$ cat src/svf_pkg.sv
// ----------------------------------------------------------------------------
// svf_pkg: shared definitions for the state variable filter
// widths, register indexes, microcode word layout and the control program
// ----------------------------------------------------------------------------
package svf_pkg;

	// field and arithmetic widths
	localparam int SAMPLE_BITS    = 16;
	localparam int COEF_FRAC_BITS = 16;
	localparam int STATE_BITS     = 32;
	localparam int GUARD_BITS     = 8;

	localparam int FREQ_W     = 18;
	localparam int DAMP_W     = 17;
	localparam int SCALE_W    = 17;
	localparam int MODE_W     = 2;
	localparam int COEF_W     = 18;
	localparam int CFG_DATA_W = 18;
	localparam int CFG_IDX_W  = 2;

	// product of a state magnitude and a coefficient, and its rounded result
	localparam int PROD_W = STATE_BITS + COEF_W;
	localparam int MRES_W = PROD_W - COEF_FRAC_BITS;
	// sum of three products / states never leaves this range
	localparam int ACC_W  = MRES_W + 3;
	// rounded output magnitude
	localparam int RND_W  = STATE_BITS + 1 - GUARD_BITS;

	localparam logic signed [ACC_W-1:0] SAT_MAX =
		{{(ACC_W-STATE_BITS+1){1'b0}}, {(STATE_BITS-1){1'b1}}};
	localparam logic signed [ACC_W-1:0] SAT_MIN = ~SAT_MAX;

	// register indexes
	typedef logic [CFG_IDX_W-1:0] cfg_idx_t;
	localparam cfg_idx_t REG_FREQ  = 2'd0;
	localparam cfg_idx_t REG_DAMP  = 2'd1;
	localparam cfg_idx_t REG_SCALE = 2'd2;
	localparam cfg_idx_t REG_MODE  = 2'd3;

	localparam logic [FREQ_W-1:0]  FREQ_RESET  = 18'd4288;
	localparam logic [DAMP_W-1:0]  DAMP_RESET  = 17'd65536;
	localparam logic [SCALE_W-1:0] SCALE_RESET = 17'd65536;

	// response select codes
	localparam logic [MODE_W-1:0] MODE_LP    = 2'd0;
	localparam logic [MODE_W-1:0] MODE_BP    = 2'd1;
	localparam logic [MODE_W-1:0] MODE_HP    = 2'd2;
	localparam logic [MODE_W-1:0] MODE_NOTCH = 2'd3;

	// program steps
	localparam int STEP_W = 3;
	typedef logic [STEP_W-1:0] step_t;
	localparam step_t STEP_WAIT  = 3'd0;
	localparam step_t STEP_LOW   = 3'd1;
	localparam step_t STEP_HP_A  = 3'd2;
	localparam step_t STEP_HP_B  = 3'd3;
	localparam step_t STEP_NOTCH = 3'd4;
	localparam step_t STEP_BAND  = 3'd5;
	localparam step_t STEP_OUT   = 3'd6;

	typedef enum logic [1:0] {MA_BAND, MA_X, MA_HP} mul_a_t;
	typedef enum logic [1:0] {MC_FREQ, MC_DAMP, MC_SCALE} mul_c_t;
	typedef enum logic [2:0] {AA_LOW, AA_MUL, AA_ACC, AA_HP, AA_BAND} alu_a_t;
	typedef enum logic {AB_MUL, AB_LOW} alu_b_t;
	typedef enum logic [2:0] {DST_NONE, DST_LOW, DST_ACC, DST_HP, DST_NT, DST_BAND} dest_t;
	typedef enum logic [1:0] {CND_NONE, CND_IN, CND_OUT} cond_t;

	typedef struct packed {
		mul_a_t mul_a;
		mul_c_t mul_c;
		alu_a_t alu_a;
		alu_b_t alu_b;
		logic   alu_sub;
		dest_t  dest;
		logic   out_load;
		cond_t  cond;
		step_t  next_step;
	} ucode_t;

	// control store, one word per step
	function automatic ucode_t ucode_rom(input step_t step);
		ucode_t w;
		w.mul_a     = MA_BAND;
		w.mul_c     = MC_FREQ;
		w.alu_a     = AA_LOW;
		w.alu_b     = AB_MUL;
		w.alu_sub   = 1'b0;
		w.dest      = DST_NONE;
		w.out_load  = 1'b0;
		w.cond      = CND_NONE;
		w.next_step = STEP_WAIT;
		case (step)
			STEP_WAIT: begin
				// band * freq runs while waiting for an item
				w.cond      = CND_IN;
				w.next_step = STEP_LOW;
			end
			STEP_LOW: begin
				// low = sat(low + M(band, f)), start M(x, s)
				w.mul_a     = MA_X;
				w.mul_c     = MC_SCALE;
				w.dest      = DST_LOW;
				w.next_step = STEP_HP_A;
			end
			STEP_HP_A: begin
				// acc = M(x, s) - lp, start M(band, q)
				w.mul_c     = MC_DAMP;
				w.alu_a     = AA_MUL;
				w.alu_b     = AB_LOW;
				w.alu_sub   = 1'b1;
				w.dest      = DST_ACC;
				w.next_step = STEP_HP_B;
			end
			STEP_HP_B: begin
				// hp = sat(acc - M(band, q))
				w.alu_a     = AA_ACC;
				w.alu_sub   = 1'b1;
				w.dest      = DST_HP;
				w.next_step = STEP_NOTCH;
			end
			STEP_NOTCH: begin
				// notch = sat(hp + lp), start M(hp, f)
				w.mul_a     = MA_HP;
				w.alu_a     = AA_HP;
				w.alu_b     = AB_LOW;
				w.dest      = DST_NT;
				w.next_step = STEP_BAND;
			end
			STEP_BAND: begin
				// band = sat(band + M(hp, f))
				w.alu_a     = AA_BAND;
				w.dest      = DST_BAND;
				w.next_step = STEP_OUT;
			end
			STEP_OUT: begin
				w.out_load  = 1'b1;
				w.cond      = CND_OUT;
				w.next_step = STEP_WAIT;
			end
			default: begin
				w.next_step = STEP_WAIT;
			end
		endcase
		return w;
	endfunction

endpackage

$ cat src/svf_in_if.sv
// ----------------------------------------------------------------------------
// svf_in_if: input sample channel
// valid/ready handshake carrying one audio sample per item
// ----------------------------------------------------------------------------
interface svf_in_if;
	logic                                 valid;
	logic                                 ready;
	logic signed [svf_pkg::SAMPLE_BITS-1:0] sample_in;

	modport source (output valid, output sample_in, input ready);
	modport sink   (input valid, input sample_in, output ready);
endinterface

$ cat src/svf_out_if.sv
// ----------------------------------------------------------------------------
// svf_out_if: output sample channel
// valid/ready handshake carrying one filtered sample per item
// ----------------------------------------------------------------------------
interface svf_out_if;
	logic                                 valid;
	logic                                 ready;
	logic signed [svf_pkg::SAMPLE_BITS-1:0] sample_out;

	modport source (output valid, output sample_out, input ready);
	modport sink   (input valid, input sample_out, output ready);
endinterface

$ cat src/state_variable_filter.sv
// ----------------------------------------------------------------------------
// state_variable_filter: fixed-point chamberlin state variable filter
// one multiplier and one adder, sequenced by a small microcode program
// ----------------------------------------------------------------------------
//
//  channel   direction  payload                        handshake
//  in_ch     sink       sample_in  (s16, q1.15)        valid/ready
//  out_ch    source     sample_out (s16, q1.15)        valid/ready
//  cfg       write      cfg_idx, cfg_data (18 bits)    cfg_we
//
// an item runs a 7-step program: the wait step that accepts it, then six
// work steps that end in the output register, and a new item is taken
// only once the program is back at its wait step: four multiplies
// through the single multiplier, each registered and consumed by the
// add in the next step, set the program length
// the output register frees the input side: the next item is taken while
// a result waits, and the program only stalls on its last step when the
// previous result has still not been taken
// reset clears the states, the program counter and the output valid
//
module state_variable_filter (
	input  logic                                clk,
	input  logic                                arst_n,
	svf_in_if.sink                              in_ch,
	svf_out_if.source                           out_ch,
	input  logic                                cfg_we,
	input  svf_pkg::cfg_idx_t                   cfg_idx,
	input  logic [svf_pkg::CFG_DATA_W-1:0]      cfg_data
);

	// configuration registers
	logic [svf_pkg::FREQ_W-1:0]  freq_q;
	logic [svf_pkg::DAMP_W-1:0]  damp_q;
	logic [svf_pkg::SCALE_W-1:0] scale_q;
	logic [svf_pkg::MODE_W-1:0]  mode_q;

	// sequencer
	svf_pkg::step_t  step_q;
	svf_pkg::ucode_t uc;
	logic            advance;
	logic            in_acc;
	logic            out_acc;

	// filter state and scratch registers
	logic signed [svf_pkg::SAMPLE_BITS-1:0] x_q;
	logic signed [svf_pkg::STATE_BITS-1:0]  low_q;
	logic signed [svf_pkg::STATE_BITS-1:0]  band_q;
	logic signed [svf_pkg::STATE_BITS-1:0]  hp_q;
	logic signed [svf_pkg::STATE_BITS-1:0]  nt_q;
	logic signed [svf_pkg::ACC_W-1:0]       acc_q;

	// multiplier stage
	logic signed [svf_pkg::STATE_BITS-1:0] x_ext;
	logic signed [svf_pkg::STATE_BITS-1:0] mul_a;
	logic [svf_pkg::COEF_W-1:0]            mul_c;
	logic                                  mul_neg;
	logic [svf_pkg::STATE_BITS-1:0]        mul_mag;
	logic [svf_pkg::PROD_W-1:0]            mul_prod;
	logic [svf_pkg::MRES_W-1:0]            mres_q;
	logic                                  mneg_q;

	// adder stage
	logic signed [svf_pkg::ACC_W-1:0]      m_val;
	logic signed [svf_pkg::ACC_W-1:0]      alu_a;
	logic signed [svf_pkg::ACC_W-1:0]      alu_b;
	logic signed [svf_pkg::ACC_W-1:0]      alu_sum;
	logic signed [svf_pkg::STATE_BITS-1:0] alu_sat;

	// output rounding
	logic signed [svf_pkg::STATE_BITS-1:0]  sel_v;
	logic                                   sel_neg;
	logic [svf_pkg::STATE_BITS-1:0]         sel_mag;
	logic [svf_pkg::STATE_BITS:0]           rnd_sum;
	logic [svf_pkg::RND_W-1:0]              rnd;
	logic signed [svf_pkg::SAMPLE_BITS-1:0] sample_d;
	logic signed [svf_pkg::SAMPLE_BITS-1:0] sample_q;
	logic                                   out_valid_q;

	localparam logic [svf_pkg::PROD_W-1:0] MUL_HALF =
		svf_pkg::PROD_W'(1) << (svf_pkg::COEF_FRAC_BITS - 1);
	localparam logic [svf_pkg::STATE_BITS:0] OUT_HALF =
		(svf_pkg::STATE_BITS + 1)'(1) << (svf_pkg::GUARD_BITS - 1);
	localparam logic [svf_pkg::RND_W-1:0] SMP_LIM =
		svf_pkg::RND_W'(1) << (svf_pkg::SAMPLE_BITS - 1);
	localparam logic signed [svf_pkg::SAMPLE_BITS-1:0] SMP_MIN =
		{1'b1, {(svf_pkg::SAMPLE_BITS-1){1'b0}}};
	localparam logic signed [svf_pkg::SAMPLE_BITS-1:0] SMP_MAX = ~SMP_MIN;

	// ------------------------------------------------------------------
	// sequencer: fetch the control word, wait on the step's condition
	// ------------------------------------------------------------------
	assign uc = svf_pkg::ucode_rom(step_q);

	always_comb begin
		case (uc.cond)
			svf_pkg::CND_NONE: advance = 1'b1;
			svf_pkg::CND_IN:   advance = in_ch.valid;
			svf_pkg::CND_OUT:  advance = !out_valid_q || out_ch.ready;
			default:           advance = 1'b1;
		endcase
	end

	assign in_ch.ready = (uc.cond == svf_pkg::CND_IN);
	assign in_acc      = in_ch.valid && in_ch.ready;
	assign out_acc     = out_valid_q && out_ch.ready;

	// ------------------------------------------------------------------
	// multiplier: magnitude times coefficient, rounded half away from zero
	// ------------------------------------------------------------------
	// sample placed above the guard bits
	assign x_ext = {{(svf_pkg::STATE_BITS-svf_pkg::SAMPLE_BITS-svf_pkg::GUARD_BITS)
		{x_q[svf_pkg::SAMPLE_BITS-1]}}, x_q, {svf_pkg::GUARD_BITS{1'b0}}};

	always_comb begin
		case (uc.mul_a)
			svf_pkg::MA_BAND: mul_a = band_q;
			svf_pkg::MA_X:    mul_a = x_ext;
			svf_pkg::MA_HP:   mul_a = hp_q;
			default:          mul_a = band_q;
		endcase
		case (uc.mul_c)
			svf_pkg::MC_FREQ:  mul_c = freq_q;
			svf_pkg::MC_DAMP:  mul_c = svf_pkg::COEF_W'(damp_q);
			svf_pkg::MC_SCALE: mul_c = svf_pkg::COEF_W'(scale_q);
			default:           mul_c = freq_q;
		endcase
	end

	assign mul_neg  = mul_a[svf_pkg::STATE_BITS-1];
	// the most negative value maps to its true magnitude as unsigned
	assign mul_mag  = mul_neg ? svf_pkg::STATE_BITS'(-mul_a) : svf_pkg::STATE_BITS'(mul_a);
	assign mul_prod = svf_pkg::PROD_W'(mul_mag) * svf_pkg::PROD_W'(mul_c) + MUL_HALF;

	// ------------------------------------------------------------------
	// adder: signed product against a state, then clamp to state range
	// ------------------------------------------------------------------
	assign m_val = mneg_q ? -$signed(svf_pkg::ACC_W'(mres_q))
	                      :  $signed(svf_pkg::ACC_W'(mres_q));

	always_comb begin
		case (uc.alu_a)
			svf_pkg::AA_LOW:  alu_a = svf_pkg::ACC_W'(low_q);
			svf_pkg::AA_MUL:  alu_a = m_val;
			svf_pkg::AA_ACC:  alu_a = acc_q;
			svf_pkg::AA_HP:   alu_a = svf_pkg::ACC_W'(hp_q);
			svf_pkg::AA_BAND: alu_a = svf_pkg::ACC_W'(band_q);
			default:          alu_a = svf_pkg::ACC_W'(low_q);
		endcase
		case (uc.alu_b)
			svf_pkg::AB_MUL: alu_b = m_val;
			svf_pkg::AB_LOW: alu_b = svf_pkg::ACC_W'(low_q);
			default:         alu_b = m_val;
		endcase
	end

	assign alu_sum = uc.alu_sub ? alu_a - alu_b : alu_a + alu_b;

	always_comb begin
		if (alu_sum > svf_pkg::SAT_MAX) begin
			alu_sat = svf_pkg::STATE_BITS'(svf_pkg::SAT_MAX);
		end else if (alu_sum < svf_pkg::SAT_MIN) begin
			alu_sat = svf_pkg::STATE_BITS'(svf_pkg::SAT_MIN);
		end else begin
			alu_sat = svf_pkg::STATE_BITS'(alu_sum);
		end
	end

	// ------------------------------------------------------------------
	// output: pick the response, drop the guard bits with rounding
	// ------------------------------------------------------------------
	always_comb begin
		case (mode_q)
			svf_pkg::MODE_LP:    sel_v = low_q;
			svf_pkg::MODE_BP:    sel_v = band_q;
			svf_pkg::MODE_HP:    sel_v = hp_q;
			svf_pkg::MODE_NOTCH: sel_v = nt_q;
			default:             sel_v = low_q;
		endcase
	end

	assign sel_neg = sel_v[svf_pkg::STATE_BITS-1];
	assign sel_mag = sel_neg ? svf_pkg::STATE_BITS'(-sel_v) : svf_pkg::STATE_BITS'(sel_v);
	assign rnd_sum = {1'b0, sel_mag} + OUT_HALF;
	assign rnd     = rnd_sum[svf_pkg::STATE_BITS:svf_pkg::GUARD_BITS];

	always_comb begin
		if (sel_neg) begin
			if (rnd >= SMP_LIM) begin
				sample_d = SMP_MIN;
			end else begin
				sample_d = -$signed(rnd[svf_pkg::SAMPLE_BITS-1:0]);
			end
		end else begin
			if (rnd >= SMP_LIM) begin
				sample_d = SMP_MAX;
			end else begin
				sample_d = $signed(rnd[svf_pkg::SAMPLE_BITS-1:0]);
			end
		end
	end

	assign out_ch.valid      = out_valid_q;
	assign out_ch.sample_out = sample_q;

	// ------------------------------------------------------------------
	// control state, configuration and filter state
	// ------------------------------------------------------------------
	always_ff @(posedge clk or negedge arst_n) begin
		if (!arst_n) begin
			step_q      <= svf_pkg::STEP_WAIT;
			out_valid_q <= 1'b0;
			freq_q      <= svf_pkg::FREQ_RESET;
			damp_q      <= svf_pkg::DAMP_RESET;
			scale_q     <= svf_pkg::SCALE_RESET;
			mode_q      <= svf_pkg::MODE_LP;
			low_q       <= '0;
			band_q      <= '0;
		end else begin
			if (advance) begin
				step_q <= uc.next_step;
			end

			if (uc.out_load && advance) begin
				out_valid_q <= 1'b1;
			end else if (out_acc) begin
				out_valid_q <= 1'b0;
			end

			if (cfg_we) begin
				case (cfg_idx)
					svf_pkg::REG_FREQ:  freq_q  <= cfg_data[svf_pkg::FREQ_W-1:0];
					svf_pkg::REG_DAMP:  damp_q  <= cfg_data[svf_pkg::DAMP_W-1:0];
					svf_pkg::REG_SCALE: scale_q <= cfg_data[svf_pkg::SCALE_W-1:0];
					svf_pkg::REG_MODE:  mode_q  <= cfg_data[svf_pkg::MODE_W-1:0];
					default: ;
				endcase
			end

			case (uc.dest)
				svf_pkg::DST_LOW:  low_q  <= alu_sat;
				svf_pkg::DST_BAND: band_q <= alu_sat;
				default: ;
			endcase
		end
	end

	// datapath registers, no reset needed
	always_ff @(posedge clk) begin
		mres_q <= mul_prod[svf_pkg::PROD_W-1:svf_pkg::COEF_FRAC_BITS];
		mneg_q <= mul_neg;

		if (in_acc) begin
			x_q <= in_ch.sample_in;
		end

		case (uc.dest)
			svf_pkg::DST_ACC: acc_q <= alu_sum;
			svf_pkg::DST_HP:  hp_q  <= alu_sat;
			svf_pkg::DST_NT:  nt_q  <= alu_sat;
			default: ;
		endcase

		if (uc.out_load && advance) begin
			sample_q <= sample_d;
		end
	end

	// ------------------------------------------------------------------
	// assertions
	// ------------------------------------------------------------------
	// an accepted item always starts the program at its first work step
	a_accept_starts: assert property (@(posedge clk) disable iff (!arst_n)
		in_acc |=> (step_q == svf_pkg::STEP_LOW))
		else $error("accepted item did not start the program");

	// filter state only moves on the two steps that update it
	a_state_hold: assert property (@(posedge clk) disable iff (!arst_n)
		(step_q != svf_pkg::STEP_LOW && step_q != svf_pkg::STEP_BAND)
		|=> ($stable(low_q) && $stable(band_q)))
		else $error("filter state changed outside its update steps");

	// a new result only appears from the output step
	a_out_source: assert property (@(posedge clk) disable iff (!arst_n)
		$rose(out_valid_q) |-> ($past(step_q) == svf_pkg::STEP_OUT))
		else $error("output valid rose outside the output step");

	// the output step never overwrites a result that is still waiting
	a_no_overwrite: assert property (@(posedge clk) disable iff (!arst_n)
		(out_valid_q && !out_ch.ready) |-> !(uc.out_load && advance))
		else $error("pending result overwritten");

endmodule
$ cat src/flat_wrapper.sv
// flat-port wrapper written by rule: the top's interface ports become plain ports
module state_variable_filter_flat 
  (clk, arst_n, cfg_we, cfg_idx, cfg_data, in_ch_valid, in_ch_sample_in, in_ch_ready, out_ch_valid, out_ch_sample_out, out_ch_ready);
  svf_in_if in_ch_i ();
  svf_out_if out_ch_i ();
  input  logic clk;
  input  logic arst_n;
  input  logic cfg_we;
  input  svf_pkg::cfg_idx_t cfg_idx;
  input  logic [svf_pkg::CFG_DATA_W-1:0] cfg_data;
  input wire logic [$bits(in_ch_i.valid)-1:0] in_ch_valid;
  input wire logic [$bits(in_ch_i.sample_in)-1:0] in_ch_sample_in;
  output wire logic [$bits(in_ch_i.ready)-1:0] in_ch_ready;
  output wire logic [$bits(out_ch_i.valid)-1:0] out_ch_valid;
  output wire logic [$bits(out_ch_i.sample_out)-1:0] out_ch_sample_out;
  input wire logic [$bits(out_ch_i.ready)-1:0] out_ch_ready;
  assign in_ch_i.valid = in_ch_valid;
  assign in_ch_i.sample_in = in_ch_sample_in;
  assign in_ch_ready = in_ch_i.ready;
  assign out_ch_valid = out_ch_i.valid;
  assign out_ch_sample_out = out_ch_i.sample_out;
  assign out_ch_i.ready = out_ch_ready;
  state_variable_filter u_core (.clk(clk), .arst_n(arst_n), .in_ch(in_ch_i), .out_ch(out_ch_i), .cfg_we(cfg_we), .cfg_idx(cfg_idx), .cfg_data(cfg_data));
endmodule
$ cat config.mk
export PLATFORM = sky130hd
export DESIGN_NAME = state_variable_filter_flat
export DESIGN_NICKNAME = d
export VERILOG_FILES = /design/src/svf_pkg.sv /design/src/svf_in_if.sv /design/src/svf_out_if.sv /design/src/state_variable_filter.sv /design/src/flat_wrapper.sv
export SDC_FILE = /design/constraint.sdc
export NUM_CORES = 2
export LEC_CHECK = 0
export BUFFER_PORTS_ARGS = -buffer_cell sky130_fd_sc_hd__buf_2
export CORE_AREA = 2 2 276 278
export DETAILED_ROUTE_END_ITERATION = 8
export DIE_AREA = 0 0 278 280
export PLACE_DENSITY = 0.78
export REMOVE_ABC_BUFFERS = 1
export SLEW_MARGIN = 15
export SYNTH_ARGS = -nofsm -noshare
export SYNTH_HDL_FRONTEND = slang
export SYNTH_SLANG_ARGS = --single-unit
$ cat constraint.sdc
create_clock -name clk -period 10.2 [get_ports clk]
set_clock_uncertainty 0.2 [all_clocks]
set_input_delay 2.04 -clock clk [delete_from_list [all_inputs] [get_ports clk]]
set_output_delay 2.04 -clock clk [all_outputs]
set_load 0.05 [all_outputs]
==> report_table.html <==
<table>
<tr><th>Metric</th><th>Value</th></tr>
<tr><th colspan="2">Status</th></tr>
<tr><td>Outcome</td><td>completed</td></tr>
<tr><th colspan="2">Worst hold path</th></tr>
<tr><td>Worst hold start</td><td>u_core.damp_q[14]</td></tr>
<tr><td>Worst Hold Endpoint</td><td>u_core.damp_q[14]</td></tr>
<tr><td>Path class of the lowest-slack min-delay path</td><td>reg -&gt; reg</td></tr>
<tr><td>Worst hold path cell count</td><td>1</td></tr>
<tr><th colspan="2">Global routing</th></tr>
<tr><td>Global-route wire length before repair</td><td>177000 µm</td></tr>
<tr><td>Largest net degree at the start of global routing</td><td>70</td></tr>
<tr><td>Number of global-route vias before repair</td><td>about 32k</td></tr>
<tr><td>Number of antenna violations at the first check in global routing</td><td>3</td></tr>
<tr><td>Remaining global-route overflow</td><td>0</td></tr>
<tr><td>GR met2 Demand/Resource</td><td>0.458</td></tr>
<tr><td>Most Crowded Layer GR</td><td>met2</td></tr>
<tr><td>Overall fraction of global-route tracks in use</td><td>0.295</td></tr>
<tr><td>Met3 track demand over resource in global routing</td><td>0.0824</td></tr>
<tr><td>Met1 Resource Use GR</td><td>0.383</td></tr>
<tr><th colspan="2">Drt</th></tr>
<tr><td>Number of nets still failing antenna checks after routing</td><td>0</td></tr>
<tr><td>Vias per std cell</td><td>6.05</td></tr>
<tr><td>Via total after detailed routing</td><td>31.5k</td></tr>
<tr><td>Routed wire length</td><td>114000 µm</td></tr>
<tr><td>Detailed-routing iteration count for the pre-antenna-repair pass</td><td>6</td></tr>
<tr><td>Wire length per cell after detailed routing</td><td>22.0 µm</td></tr>
<tr><td>DRT iter0 DRCs</td><td>between 3k and 4k</td></tr>
<tr><td>Number of remaining DRC errors</td><td>0</td></tr>
<tr><th colspan="2">Clocking</th></tr>
<tr><td>CTS tree</td><td>built</td></tr>
<tr><td>Cts bufs inserted</td><td>34</td></tr>
<tr><td>Clock tree root buffer cell</td><td>sky130_fd_sc_hd__clkbuf_16</td></tr>
<tr><td>Insertion delay to the later sink of the worst-skew pair</td><td>0.60 ns</td></tr>
<tr><td>Resized cells post-CTS</td><td>0</td></tr>
<tr><td>Clock transition at path regs</td><td>around 0.06 ns</td></tr>
<tr><td>Count of hold buffers inserted by post-cts repair</td><td>0</td></tr>
<tr><td>Clock buffer depth</td><td>3</td></tr>
<tr><td>Level count of the clock H-tree</td><td>2</td></tr>
<tr><td>Clock Sink Count</td><td>290</td></tr>
<tr><td>Post-CTS Setup Repair Bufs</td><td>0</td></tr>
<tr><th colspan="2">Logic synthesis</th></tr>
<tr><td>Synthesis warning total</td><td>0</td></tr>
<tr><td>Library cell with the highest instance count after synthesis</td><td>sky130_fd_sc_hd__inv_1</td></tr>
<tr><td>Top cells by instance count after synthesis</td><td>sky130_fd_sc_hd__inv_1, sky130_fd_sc_hd__nand2_1, sky130_fd_sc_hd__fa_1</td></tr>
<tr><td>Post-synthesis mux area share</td><td>0.0543</td></tr>
<tr><td>Flops &amp; latches, synth</td><td>290</td></tr>
<tr><td>Prevailing post-synth register cell</td><td>sky130_fd_sc_hd__edfxtp_1</td></tr>
<tr><td>Synthesized instance count</td><td>4112</td></tr>
<tr><td>Cell types occupying the most area after synthesis</td><td>sky130_fd_sc_hd__fa_1, sky130_fd_sc_hd__edfxtp_1, sky130_fd_sc_hd__dfrtp_1, sky130_fd_sc_hd__ha_1, sky130_fd_sc_hd__inv_1</td></tr>
<tr><td>Parity-gate share of the synthesized area counting xor and xnor cells</td><td>0.0477</td></tr>
<tr><td>Dominant combinational cell family by area after synthesis</td><td>adder cells</td></tr>
<tr><td>Largest area contributor in the synthesized netlist</td><td>sky130_fd_sc_hd__fa_1</td></tr>
<tr><td>Post-synthesis cell area</td><td>0.0370 mm²</td></tr>
<tr><td>Post-synthesis simple-gate area fraction</td><td>0.156</td></tr>
<tr><td>Synth Area in Adders</td><td>0.326</td></tr>
<tr><td>Post-synthesis average cell area</td><td>around 9.0 µm²</td></tr>
<tr><td>Number of flops mapped to enable cells by yosys</td><td>133</td></tr>
<tr><td>Compound-gate portion of the synthesized area</td><td>0.126</td></tr>
<tr><td>Distinct cell type count of the synthesized netlist</td><td>97</td></tr>
<tr><td>Post-synth top area share</td><td>0.260</td></tr>
<tr><td>Sequential fraction of the synthesis area</td><td>0.210</td></tr>
<tr><td>Synth async-reset ratio</td><td>0.421</td></tr>
<tr><th colspan="2">Timing</th></tr>
<tr><td>Worst-case headroom to the max-slew limit</td><td>0.224</td></tr>
<tr><td>RSZ-0062 raised after global routing</td><td>false</td></tr>
<tr><td>Period Utilization, post-route</td><td>0.957</td></tr>
<tr><td>Final setup violating endpoints</td><td>0</td></tr>
<tr><td>Number of slew-limit violations in the final report</td><td>0</td></tr>
<tr><td>Final Hold Fails</td><td>0</td></tr>
<tr><td>Crit path time final</td><td>slightly below 10 ns</td></tr>
<tr><td>Max Freq</td><td>102 MHz</td></tr>
<tr><td>Pin slew with the least headroom to its limit</td><td>1.13 ns</td></tr>
<tr><th colspan="2">Place</th></tr>
<tr><td>Placed standard-cell area</td><td>0.0393 mm²</td></tr>
<tr><td>Weighted congestion reported at the end of routability-driven placement</td><td>0.995</td></tr>
<tr><td>Detailed Place HPWL</td><td>89800 µm</td></tr>
<tr><td>Number of buffers added on ports</td><td>58</td></tr>
<tr><th colspan="2">Die</th></tr>
<tr><td>Total I/O pin count</td><td>59</td></tr>
<tr><td>Die X-Extent</td><td>approximately 280 µm</td></tr>
<tr><td>Std cell rows</td><td>roughly 100</td></tr>
<tr><td>Die outline area</td><td>0.0778 mm²</td></tr>
<tr><td>Starting density of the core</td><td>0.492</td></tr>
<tr><td>Die Height</td><td>280 µm</td></tr>
<tr><td>Core footprint</td><td>0.0752 mm²</td></tr>
<tr><th colspan="2">Critical path</th></tr>
<tr><td>Critical Setup Path Class</td><td>reg -&gt; reg</td></tr>
<tr><td>Longest individual stage delay on the worst path</td><td>0.62 ns</td></tr>
<tr><td>Startpoint Class</td><td>flip-flop</td></tr>
<tr><td>Reg-to-reg critical path startpoint</td><td>u_core.step_q[0]</td></tr>
<tr><td>Cells on worst reg2reg path</td><td>30</td></tr>
<tr><td>Data arrival time of the worst path</td><td>roughly 10 ns</td></tr>
<tr><td>Worst R2R Setup Slack</td><td>approximately 0.44 ns</td></tr>
<tr><td>Biggest fanout along the worst timing path</td><td>29</td></tr>
<tr><td>R2R Path End</td><td>u_core.mres_q[33]</td></tr>
<tr><td>CP Data Required Time</td><td>10.50 ns</td></tr>
<tr><td>Crit. End Element</td><td>flip-flop</td></tr>
<tr><td>Slowest stage cell, crit path</td><td>sky130_fd_sc_hd__dfrtp_4</td></tr>
<tr><td>Most frequent CP cell</td><td>sky130_fd_sc_hd__fa_1</td></tr>
<tr><th colspan="2">Finish</th></tr>
<tr><td>Synthesis-to-layout area growth</td><td>9.41%</td></tr>
<tr><td>Post-route design area</td><td>0.0405 mm²</td></tr>
<tr><td>Nets</td><td>4916</td></tr>
<tr><td>Number of filler cells placed in the layout</td><td>6667</td></tr>
<tr><td>Antenna Diode Count</td><td>0</td></tr>
<tr><td>Layout cells sized above 1</td><td>0.115</td></tr>
<tr><th colspan="2">Flow run</th></tr>
<tr><td>Number of violations of the max-capacitance limit</td><td>0</td></tr>
</table>
==> metrics by stage <==
step,cells,setup slack [ns],hold WS [ns],util,TNS (ns)
floorplan,3919,-1.24,0.275,-,-19.15
global placement,5141,0.404,0.287,0.522,0
detailed placement,5141,0.324,0.294,0.522,0
CTS,5203,0.205,0.307,0.537,0
global route,5203,0.0488,0.315,0.538,0
finish,5203,0.440,0.305,0.538,0
==> routing by layer <==
layer / routed length, µm / vias up / share of wire
li1: - / 13829 / -
met4: 5960 / 6 / 0.052
met2: 51000 / 1878 / 0.45
met3: 14000 / 386 / 0.12
met5: 40 / - / 0.00035
met1: 43400 / 15396 / 0.38
==> cells by family (layout without fill, tap and decap cells) <==
| logic type | Yosys count | in the layout |
|---|---|---|
| AND/OR/NAND/NOR | 1300 | 1300 |
| multiplexers | 159 | 159 |
| flip-flops | 290 | 290 |
| AO/OA/AOI/OAI | 704 | 704 |
| buffers and inverters | 783 | 896 |
| XOR/XNOR | 200 | 200 |
| adder cells (fa/ha/maj) | 676 | 676 |
==> how the worst max path moves through the flow <==
stage          slack, ns  depth (start not counted)                end              from
2_1_floorplan      -1.24                         30  u_core.mres_q[33]  u_core.step_q[0]
3_3_place_gp        0.40                         34  u_core.mres_q[33]  u_core.step_q[1]
3_5_place_dp        0.32                         34  u_core.mres_q[33]  u_core.step_q[1]
4_1_cts             0.21                         34  u_core.mres_q[33]  u_core.step_q[1]
5_1_grt             0.05                         37  u_core.mres_q[33]  u_core.step_q[0]
6_report            0.44                         30  u_core.mres_q[33]  u_core.step_q[0]
==> layout make-up <==
cell class                 instances  area, µm²  area share
sequential                       290       7760       0.192
clock inverter                    18        183     0.00451
clock buffer                      44        928      0.0229
timing repair buffer             244       1770      0.0437
tap                              978       1220      0.0302
multi-input combinational       3039      26400       0.652
inverter                         590       2210      0.0547
==> sequential cells by signal, summed over array words and instances, names as in the netlist, 2 cells and up <==
signal / count
u_core.acc_q: 37
u_core.mres_q: 34
u_core.band_q: 32
u_core.hp_q: 32
u_core.low_q: 32
u_core.nt_q: 32
u_core.freq_q: 18
u_core.damp_q: 17
u_core.scale_q: 17
u_core.out_ch.sample_out: 16
u_core.x_q: 16
u_core.step_q: 3
u_core.mode_q: 2
==> worst max-delay path: cells and delay by family (launching register included) <==
| family | cells | cell delay [ns] |
|---|---|---|
| and+or+nand+nor | 7 | 1.26 |
| DFF | 1 | 0.62 |
| AOI/OAI and AO/OA | 8 | 2.25 |
| adders and majority gates | 8 | 4.06 |
| buffers and inverters | 7 | 1.26 |
==> cell usage in the layout, fill, tap and decap left out, types with 105 or more instances in the layout <==
cell type and instances:
sky130_fd_sc_hd__inv_1 588, sky130_fd_sc_hd__nand2_1 485, sky130_fd_sc_hd__fa_1 481, sky130_fd_sc_hd__nor2_1 457, sky130_fd_sc_hd__ha_1 193, sky130_fd_sc_hd__buf_4 180, sky130_fd_sc_hd__a21oi_1 159, sky130_fd_sc_hd__o21ai_0 151
sky130_fd_sc_hd__edfxtp_1 133, sky130_fd_sc_hd__dfrtp_1 114, sky130_fd_sc_hd__xnor2_1 105
Power is not shown: default switching activity piles up to over one toggle a cycle in this logic, so the estimate is an artifact.
